[src/sv/nfp_pkg.sv]
`default_nettype none

package nfp_pkg;

   localparam int unsigned DVD_W = 56;

   localparam logic signed [31:0] S32_MAX = 32'sh7FFF_FFFF;
   localparam logic signed [31:0] S32_MIN = 32'sh8000_0000;
   localparam logic [31:0]        Q_ONE   = 32'h0100_0000;

   localparam logic [23:0] COLOR_RED  = 24'hFF0000;
   localparam logic [23:0] COLOR_NEG  = 24'hABBDFF;
   localparam logic [23:0] COLOR_PP   = 24'h894B77;
   localparam logic [23:0] COLOR_PN   = 24'h99E1D9;
   localparam logic [23:0] COLOR_MID  = 24'hA2DCC7;
   localparam logic [31:0] MID_DIV    = 32'd1000000;

   localparam logic [5:0]  PC_LOOP    = 6'd7;
   localparam logic [5:0]  PC_TAIL    = 6'd33;
   localparam logic [5:0]  PC_SMALL   = 6'd41;
   localparam logic [5:0]  PC_COLOR   = 6'd49;

   typedef struct packed {
      logic [9:0] px_x;
      logic [9:0] px_y;
   } req_type;

   typedef struct packed {
      logic [23:0] color;
      logic [7:0]  iterations;
   } rsp_type;

   typedef enum logic [3:0] {
      R_X, R_Y, R_OX, R_OY, R_WR, R_WI, R_NR, R_NI,
      R_DR, R_DI, R_R, R_DEN, R_T0, R_T1, R_S
   } reg_type;

   typedef enum logic [2:0] {
      B_REG, B_ZERO, B_ZOOM, B_ASPECT, B_MOVEX, B_MOVEY
   } bsel_type;

   typedef enum logic [3:0] {
      OP_MUL, OP_ADD, OP_SUB, OP_DBL1, OP_TRI, OP_DIV,
      OP_MAPX, OP_MAPY, OP_COLOR, OP_CHECK, OP_BRANCH, OP_JUMP
   } op_type;

   typedef struct packed {
      op_type     op;
      reg_type    dst;
      reg_type    a;
      reg_type    b;
      bsel_type   bsel;
      logic [5:0] target;
   } uop_type;

   typedef struct packed {
      logic             start;
      logic [DVD_W-1:0] dividend;
      logic [31:0]      divisor;
   } div_req_type;

   typedef struct packed {
      logic             done;
      logic [DVD_W-1:0] quotient;
   } div_rsp_type;

   function automatic logic signed [31:0] sat(input logic signed [65:0] v);
      if (v > 66'(S32_MAX)) return S32_MAX;
      if (v < 66'(S32_MIN)) return S32_MIN;
      return signed'(v[31:0]);
   endfunction

   function automatic uop_type mk(input op_type op, input reg_type dst, input reg_type a,
                                  input reg_type b, input bsel_type bsel,
                                  input logic [5:0] target);
      uop_type u;
      u.op     = op;
      u.dst    = dst;
      u.a      = a;
      u.b      = b;
      u.bsel   = bsel;
      u.target = target;
      return u;
   endfunction

   // microprogram: view mapping, Newton loop (Smith division), final color
   function automatic uop_type ucode(input logic [5:0] pc);
      uop_type u;
      unique case (pc)
         6'd0:  u = mk(OP_MAPX,   R_X,   R_X,   R_X,   B_REG,    6'd0);
         6'd1:  u = mk(OP_MUL,    R_X,   R_X,   R_X,   B_ZOOM,   6'd0);
         6'd2:  u = mk(OP_MUL,    R_X,   R_X,   R_X,   B_ASPECT, 6'd0);
         6'd3:  u = mk(OP_ADD,    R_X,   R_X,   R_X,   B_MOVEX,  6'd0);
         6'd4:  u = mk(OP_MAPY,   R_Y,   R_Y,   R_Y,   B_REG,    6'd0);
         6'd5:  u = mk(OP_MUL,    R_Y,   R_Y,   R_Y,   B_ZOOM,   6'd0);
         6'd6:  u = mk(OP_ADD,    R_Y,   R_Y,   R_Y,   B_MOVEY,  6'd0);
         6'd7:  u = mk(OP_CHECK,  R_X,   R_X,   R_X,   B_REG,    PC_COLOR);
         6'd8:  u = mk(OP_ADD,    R_OX,  R_X,   R_X,   B_ZERO,   6'd0);
         6'd9:  u = mk(OP_ADD,    R_OY,  R_Y,   R_Y,   B_ZERO,   6'd0);
         6'd10: u = mk(OP_MUL,    R_T0,  R_X,   R_X,   B_REG,    6'd0);
         6'd11: u = mk(OP_MUL,    R_T1,  R_Y,   R_Y,   B_REG,    6'd0);
         6'd12: u = mk(OP_SUB,    R_WR,  R_T0,  R_T1,  B_REG,    6'd0);
         6'd13: u = mk(OP_MUL,    R_T0,  R_X,   R_Y,   B_REG,    6'd0);
         6'd14: u = mk(OP_ADD,    R_WI,  R_T0,  R_T0,  B_REG,    6'd0);
         6'd15: u = mk(OP_MUL,    R_T0,  R_WR,  R_X,   B_REG,    6'd0);
         6'd16: u = mk(OP_MUL,    R_T1,  R_WI,  R_Y,   B_REG,    6'd0);
         6'd17: u = mk(OP_SUB,    R_NR,  R_T0,  R_T1,  B_REG,    6'd0);
         6'd18: u = mk(OP_MUL,    R_T0,  R_WR,  R_Y,   B_REG,    6'd0);
         6'd19: u = mk(OP_MUL,    R_T1,  R_WI,  R_X,   B_REG,    6'd0);
         6'd20: u = mk(OP_ADD,    R_NI,  R_T0,  R_T1,  B_REG,    6'd0);
         6'd21: u = mk(OP_DBL1,   R_NR,  R_NR,  R_NR,  B_REG,    6'd0);
         6'd22: u = mk(OP_ADD,    R_NI,  R_NI,  R_NI,  B_REG,    6'd0);
         6'd23: u = mk(OP_TRI,    R_DR,  R_WR,  R_WR,  B_REG,    6'd0);
         6'd24: u = mk(OP_TRI,    R_DI,  R_WI,  R_WI,  B_REG,    6'd0);
         6'd25: u = mk(OP_BRANCH, R_DR,  R_DR,  R_DI,  B_REG,    PC_SMALL);
         6'd26: u = mk(OP_DIV,    R_R,   R_DI,  R_DR,  B_REG,    6'd0);
         6'd27: u = mk(OP_MUL,    R_T0,  R_DI,  R_R,   B_REG,    6'd0);
         6'd28: u = mk(OP_ADD,    R_DEN, R_DR,  R_T0,  B_REG,    6'd0);
         6'd29: u = mk(OP_MUL,    R_T0,  R_NI,  R_R,   B_REG,    6'd0);
         6'd30: u = mk(OP_ADD,    R_T0,  R_NR,  R_T0,  B_REG,    6'd0);
         6'd31: u = mk(OP_MUL,    R_T1,  R_NR,  R_R,   B_REG,    6'd0);
         6'd32: u = mk(OP_SUB,    R_T1,  R_NI,  R_T1,  B_REG,    6'd0);
         6'd33: u = mk(OP_DIV,    R_X,   R_T0,  R_DEN, B_REG,    6'd0);
         6'd34: u = mk(OP_DIV,    R_Y,   R_T1,  R_DEN, B_REG,    6'd0);
         6'd35: u = mk(OP_SUB,    R_T0,  R_X,   R_OX,  B_REG,    6'd0);
         6'd36: u = mk(OP_SUB,    R_T1,  R_Y,   R_OY,  B_REG,    6'd0);
         6'd37: u = mk(OP_MUL,    R_T0,  R_T0,  R_T0,  B_REG,    6'd0);
         6'd38: u = mk(OP_MUL,    R_T1,  R_T1,  R_T1,  B_REG,    6'd0);
         6'd39: u = mk(OP_ADD,    R_S,   R_T0,  R_T1,  B_REG,    6'd0);
         6'd40: u = mk(OP_JUMP,   R_X,   R_X,   R_X,   B_REG,    PC_LOOP);
         6'd41: u = mk(OP_DIV,    R_R,   R_DR,  R_DI,  B_REG,    6'd0);
         6'd42: u = mk(OP_MUL,    R_T0,  R_DR,  R_R,   B_REG,    6'd0);
         6'd43: u = mk(OP_ADD,    R_DEN, R_DI,  R_T0,  B_REG,    6'd0);
         6'd44: u = mk(OP_MUL,    R_T0,  R_NR,  R_R,   B_REG,    6'd0);
         6'd45: u = mk(OP_ADD,    R_T0,  R_T0,  R_NI,  B_REG,    6'd0);
         6'd46: u = mk(OP_MUL,    R_T1,  R_NI,  R_R,   B_REG,    6'd0);
         6'd47: u = mk(OP_SUB,    R_T1,  R_T1,  R_NR,  B_REG,    6'd0);
         6'd48: u = mk(OP_JUMP,   R_X,   R_X,   R_X,   B_REG,    PC_TAIL);
         6'd49: u = mk(OP_COLOR,  R_X,   R_X,   R_Y,   B_REG,    6'd0);
         default: u = mk(OP_JUMP, R_X,   R_X,   R_X,   B_REG,    PC_COLOR);
      endcase
      return u;
   endfunction

endpackage

`default_nettype wire

[src/sv/nfp_div.sv]
`default_nettype none

module nfp_div
   import nfp_pkg::*;
(
   input  wire logic        clock,
   input  wire logic        reset,
   input  wire div_req_type req,
   output      div_rsp_type rsp
);

   localparam int unsigned STEPS = DVD_W / 2;
   localparam int unsigned CNT_W = $clog2(STEPS);

   logic [DVD_W-1:0] q_ff, q_in;
   logic [32:0]      rem_ff, rem_in;
   logic [31:0]      dvs_ff, dvs_in;
   logic [CNT_W-1:0] cnt_ff, cnt_in;
   logic             busy_ff, busy_in;
   logic             done_ff, done_in;

   // restoring division, two quotient bits a cycle
   always_comb begin
      logic [32:0]      r;
      logic [DVD_W-1:0] q;
      r = rem_ff;
      q = q_ff;
      for (int k = 0; k < 2; k++) begin
         r = {r[31:0], q[DVD_W-1]};
         q = {q[DVD_W-2:0], 1'b0};
         if (r >= {1'b0, dvs_ff}) begin
            r    = r - {1'b0, dvs_ff};
            q[0] = 1'b1;
         end
      end
      q_in    = q_ff;
      rem_in  = rem_ff;
      dvs_in  = dvs_ff;
      cnt_in  = cnt_ff;
      busy_in = busy_ff;
      done_in = 1'b0;
      if (req.start) begin
         q_in    = req.dividend;
         rem_in  = '0;
         dvs_in  = req.divisor;
         cnt_in  = '0;
         busy_in = 1'b1;
      end else if (busy_ff) begin
         q_in   = q;
         rem_in = r;
         cnt_in = cnt_ff + 1'b1;
         if (cnt_ff == CNT_W'(STEPS - 1)) begin
            busy_in = 1'b0;
            done_in = 1'b1;
         end
      end
   end

   always_ff @(posedge clock) begin
      q_ff   <= q_in;
      rem_ff <= rem_in;
      dvs_ff <= dvs_in;
      if (reset) begin
         cnt_ff  <= '0;
         busy_ff <= 1'b0;
         done_ff <= 1'b0;
      end else begin
         cnt_ff  <= cnt_in;
         busy_ff <= busy_in;
         done_ff <= done_in;
      end
   end

   assign rsp.done     = done_ff;
   assign rsp.quotient = q_ff;

endmodule

`default_nettype wire
[config.mk]
export PLATFORM = sky130hd
export DESIGN_NAME = nfp_div
export DESIGN_NICKNAME = d
export VERILOG_FILES = /design/src/sv/nfp_pkg.sv /design/src/sv/nfp_div.sv
export SDC_FILE = /design/constraint.sdc
export NUM_CORES = 1
export LEC_CHECK = 0
export BUFFER_PORTS_ARGS = -buffer_cell sky130_fd_sc_hd__buf_2
export CORE_UTILIZATION = 45
export CTS_CLUSTER_SIZE = 30
export DETAILED_ROUTE_END_ITERATION = 12
export PLACE_DENSITY = 0.72
export SLEW_MARGIN = 10
export SYNTH_ARGS = -nofsm -noshare
export SYNTH_HDL_FRONTEND = slang
export SYNTH_SLANG_ARGS = --single-unit
export TNS_END_PERCENT = 1
[constraint.sdc]
create_clock -name clock -period 9.7 [get_ports clock]
set_input_delay 1.455 -clock clock [delete_from_list [all_inputs] [get_ports clock]]
set_output_delay 1.455 -clock clock [all_outputs]
set_load 0.05 [all_outputs]
== Word level (Yosys, flattened, before mapping) ==
Cells that the tools add are included.
Widths: inputs -> output; s select.
Storage, ports and cells
  memories kept: 0
  memory bits (read-only): 0
  bits in latches: 0
  flip-flop bits (word level): 127
  bits in writable memories: 0
  bits of input ports: 91
  logic and storage cells: 26
Cells by class
  divide/modulo/power cells: 0
  magnitude comparators: 2
  $mul: 0
  bitwise logic cells: 1
  equality and inequality tests: 1
  muxes and demuxes: 10
  reduce and logical (&&, ||, !) cells: 3
  add/sub/neg operators: 3
  shifts and indexed selects: 0
Operators with widths (count)
  $mux 56: 2
  $ge 33x32->1: 2
  $mux 32: 2
  $sub 32x32->32: 2
  $mux 1: 6
  $add 5x1->5 const B: 1
  $eq 5x5->1 const B: 1
  $reduce_or 3->1: 1
  $reduce_bool 2->1: 1
  $reduce_or 2->1: 1
  $not 1->1: 1

== Longest topological paths before layout ==
  word-level depth: 6
  depth in mapped cells: 26

== Worst setup path before layout ==
No wires, ideal clock.
  path kind: reg-to-reg
  start: register q_ff[55]
  end: register q_ff[0] (data pin)
  path slack: 4274 ps
  setup time: 260 ps
  data arrival time: 5166 ps
  path buffers: 3
  data required time: 9440 ps
  stages on the path, launching flop included: 24
  cell sequence: edfxtp_1 -> inv_1 -> ha_1 -> nand2b_1 -> a21oi_1 -> o21ai_2 -> nand2_1 -> a311o_1 -> o32ai_2 -> buf_4 -> clkbuf_1 -> nand2_1 -> o21ai_0 -> ha_1 -> nor2b_1 -> o31a_1 -> o31a_1 -> a31oi_1 -> o22ai_2 -> o21ai_0 -> o211a_1 -> nand3b_1 -> clkbuf_1 -> mux2_2
Between the ends
  word-level cells in the longest chain between the ends: 6
Ends and longest elaborated chain
  start: declaration: line nfp_div.sv:15  | logic [DVD_W-1:0] q_ff, q_in;
  start signal: assignment: line nfp_div.sv:60  | q_ff <= q_in;
  $sub 32x32->32 / $ge 33x32->1 (equally long branches): line nfp_div.sv:32, nfp_div.sv:31
  $mux 32 (*): line nfp_div.sv:31  | if (r >= {1'b0, dvs_ff}) begin
  $ge 33x32->1 (*): line nfp_div.sv:31
  $mux 1 (*): line nfp_div.sv:31
  $mux 56 (*): line nfp_div.sv:48  | end else if (busy_ff) begin
  $mux 56 (*): line nfp_div.sv:42  | if (req.start) begin
  named net q_in[0]: line nfp_div.sv:15
Mark *: on every way through the listed nets, which the timed path passes. The rest lies on a longest branch. The select of a mux whose other input is x is not followed.
A chain may end at the register's enable or synchronous reset.

== Final worst setup path ==
  start: register dvs_ff[30]
  end: register rem_ff[28]
Between the ends
  word-level cells in the longest chain between the ends: 4
Ends and longest elaborated chain
  start: declaration: line nfp_div.sv:17  | logic [31:0] dvs_ff, dvs_in;
  start signal: assignment: line nfp_div.sv:62  | dvs_ff <= dvs_in;
  $ge 33x32->1 / $sub 32x32->32 (equally long branches): line nfp_div.sv:31, nfp_div.sv:32
  $mux 32: line nfp_div.sv:31
  $sub 32x32->32 / $ge 33x32->1 (equally long branches): line nfp_div.sv:32, nfp_div.sv:31
  $mux 32 (*): line nfp_div.sv:31
  end signal: assignment: line nfp_div.sv:61  | rem_ff <= rem_in;
  end: declaration: line nfp_div.sv:16  | logic [32:0] rem_ff, rem_in;
Mark *: on every way between the ends. The rest lies on a longest branch, timed or not.

==> flow_summary.json <==
{
  "cts_sinks": 127,
  "period_share": 0.715,
  "ys_ff_latch": 127,
  "status": "complete, no violations",
  "synth.largest_area_cell": "edfxtp_1",
  "fp.dieW_um": 141,
  "synthCells": 926,
  "cp_num_buf_inv": 2,
  "worstHoldStart": "rem_ff[18]",
  "min_to": "rem_ff[18]",
  "worst_pin_slew_ns": 1.07,
  "arrival_ns": 7.26,
  "antenna_cells": 0,
  "synth_ff_type": "edfxtp_1",
  "crit_path_start_kind": "flip-flop",
  "wire_per_inst_um": 16.6,
  "p_leak_nw": 4.41,
  "drt-total-wl_mm": 22.1,
  "crit_fanout": 32,
  "slew_viol_final": 0,
  "max_freq_mhz": 144,
  "cpPeakStageDelay_ns": 0.93,
  "min_delay_path_depth": 2,
  "grt_pass1_wl_mm": 36.0,
  "synthToLayoutAreaGrowth_pct": 17.9,
  "die_h_um": 141,
  "design.die.area_um2": 19900,
  "htree_levels": 4,
  "nets": 1216,
  "maxSlewHeadroom": 0.290,
  "dr.pass1.iters": 5,
  "drc": 0,
  "path_delay_family": "compound AO/OA/AOI/OAI gates",
  "ir_worst_vdd_uv": 150,
  "critPathKind": "flip-flop to flip-flop",
  "detailed_place_hpwl_mm": 16.5,
  "cts-buffers-inserted": 17,
  "synth_nets": 1084,
  "num_io_pins": 148,
  "drt-initial-drc-count": 408,
  "antenna_left": 0,
  "p_per_area_nw_per_um2": 255,
  "cts_resized": 0,
  "hold_viol": 0,
  "reg2reg_setup_slack_ns": 2.76,
  "seq_area_frac_synth": 0.393,
  "via_per_inst": 5.59,
  "ys_async_sr_fraction": 0,
  "syn_area_per_cell_um2": 9.40,
  "synth_area_leaders": "edfxtp_1 (30%), ha_1 (9.3%), dfxtp_1 (9.0%)",
  "hp-class": "flip-flop to flip-flop",
  "core.rowCount": 50,
  "netlist.area_leader.share": 0.304,
  "synth_edf_count": 88,
  "ys_top_cells_by_count": "nand2_1 (112), edfxtp_1 (88), nor2_1 (78)",
  "path_clk_slew_ns": 0.07,
  "required_ns": 10.02,
  "synth_area_um2": 8700,
  "core-area_um2": 18800,
  "root_buffer": "clkbuf_16",
  "setup_viol": 0,
  "clk_latency_ns": 0.44,
  "maxCapViolations": 0,
  "dpl_cell_area_um2": 9670,
  "grt_max_degree": 69,
  "cpMaxStageDelayCell": "o32ai_4",
  "path_cells": "inv_1 > ha_1 > a21oi_1 > nor2b_1 > or3_1 > o21bai_1 > o32ai_4 > o21ai_0 > ha_1 > nor2b_1 > o31a_1 > o31a_1 > a31oi_1 > o22ai_2 > o21ai_0 > o211a_1 > and3b_1 > buf_4 > nor3_1 > a311o_1",
  "track_usage": 0.228,
  "grt-ovfl-total": 0,
  "postCtsSetupRepairBufs": 0,
  "rsz0062_at_grt": "false",
  "grt_pass1_vias": 7312,
  "io_buffers": 147,
  "cts_tree": "yes",
  "final_core_util": 0.545,
  "end_kind": "flip-flop",
  "ctsHoldBuffers": 0,
  "clk_path_buf_depth": 2,
  "yosys_warnings": 0,
  "drive_gt1_frac": 0.239,
  "tns_ns": 0,
  "finClkSkew_ns": 0.0130,
  "start_util": 0.462,
  "routed-via-count": 7443,
  "gp_congestion": 0.909,
  "antenna_found_initial": 0,
  "ff2ff_path_depth": 20,
  "fin_area_um2": 10300,
  "synth.most_common_cell": "nand2_1",
  "ys_types": 64,
  "r2r-start": "dvs_ff[30]",
  "period_minus_slack_ns": 6.94,
  "r2r_end": "rem_ff[28]"
}
-- cells in the final DEF, fill, tap and decap left out, types with 5 or more instances in the layout --
master and instances:
buf_2 146, nand2_1 112, edfxtp_1 88, nor2_1 78, ha_1 65, mux2_2 57
inv_1 54, a21oi_1 53, o21ai_0 51, dfxtp_1 38, xnor2_1 36, a311oi_1 26
a21o_1 21, xor2_1 21, nand4_1 17, clkbuf_16 17, o21bai_1 16, nand3_1 14
nor3_1 11, a211oi_1 9, o21a_1 8, nand2b_1 8, buf_4 8, or3_1 7
and3_1 7, and2_1 6, or2_2 6, a31oi_1 6, o211ai_1 5, inv_8 5
inv_6 5
-- per-stage QoR --
stage / instances / power (mW) / worst slack [ns] / hold slack (ns)
finish: 1331 / 2.61 / 2.76 / 0.513
global placement: 1299 / 1.94 / 3.03 / 0.494
CTS: 1331 / 2.61 / 2.79 / 0.514
detailed placement: 1299 / 1.95 / 2.83 / 0.505
global route: 1331 / 2.78 / 2.04 / 0.533
floorplan: 926 / 1.67 / 4.27 / 0.473
-- cell type report --
type / instances / area, um2
fillers: 1695 / 8570
multi-input cells: 704 / 4920
flip-flops and latches: 127 / 3420
repair buffers: 154 / 791
clock buffers: 17 / 425
well taps: 260 / 325
inverters: 54 / 203
clock inverters: 15 / 168
-- how the worst max path moves through the flow --
| stage | start | endpoint | slack, ns | cells past startpoint |
|---|---|---|---|---|
| after CTS | dvs_ff[30] | rem_ff[28] | 2.79 | 20 |
| after floorplan | q_ff[55] | q_ff[0] | 4.27 | 23 |
| after global placement | dvs_ff[30] | rem_ff[28] | 3.03 | 20 |
| after detailed placement | dvs_ff[18] | rem_ff[28] | 2.83 | 21 |
| after global routing | dvs_ff[18] | rem_ff[24] | 2.04 | 21 |
| final | dvs_ff[30] | rem_ff[28] | 2.76 | 20 |
-- flip-flops by register name, summed over array words and instances (netlist names) --
register  cells
cnt_ff        5
done_ff       1
dvs_ff       32
busy_ff       1
rem_ff       32
q_ff         56
-- routing by layer --
metal  routed length [um]  vias up  track usage
li1                     -     3678            -
met1                 9930     3497        0.287
met2                10600      233        0.382
met3                 1240       35       0.0577
met4                  381        0       0.0755
met5                    0        -            0
-- power breakdown --
part / leakage (nW) / switching [mW] / internal [mW]
Clock: 0.292 / 0.283 / 0.367
Sequential: 1.20 / 0.0447 / 0.654
Combinational: 2.92 / 0.794 / 0.470
-- kinds of logic (layout without fill, tap and decap cells) --
logic type	after synthesis	count (layout)	synth area share
xor+xnor	57	57	0.0574
mux	58	58	0.0749
buf+inv	95	240	0.0424
fa+ha+maj	67	67	0.0980
compound gates	241	241	0.188
simple gates	281	281	0.146
flops	127	127	0.393
-- worst reg2reg max path, cell delays in order, from the launching register on --
cell      delay [ns]
edfxtp_1        0.37
inv_1           0.10
ha_1            0.28
a21oi_1         0.25
nor2b_1         0.10
or3_1           0.44
o21bai_1        0.28
o32ai_4         0.93
o21ai_0         0.37
ha_1            0.38
nor2b_1         0.15
o31a_1          0.26
o31a_1          0.34
a31oi_1         0.39
o22ai_2         0.32
o21ai_0         0.26
o211a_1         0.27
and3b_1         0.57
buf_4           0.35
nor3_1          0.09
a311o_1         0.31
No activity file was read; power rests on OpenSTA's default activity.
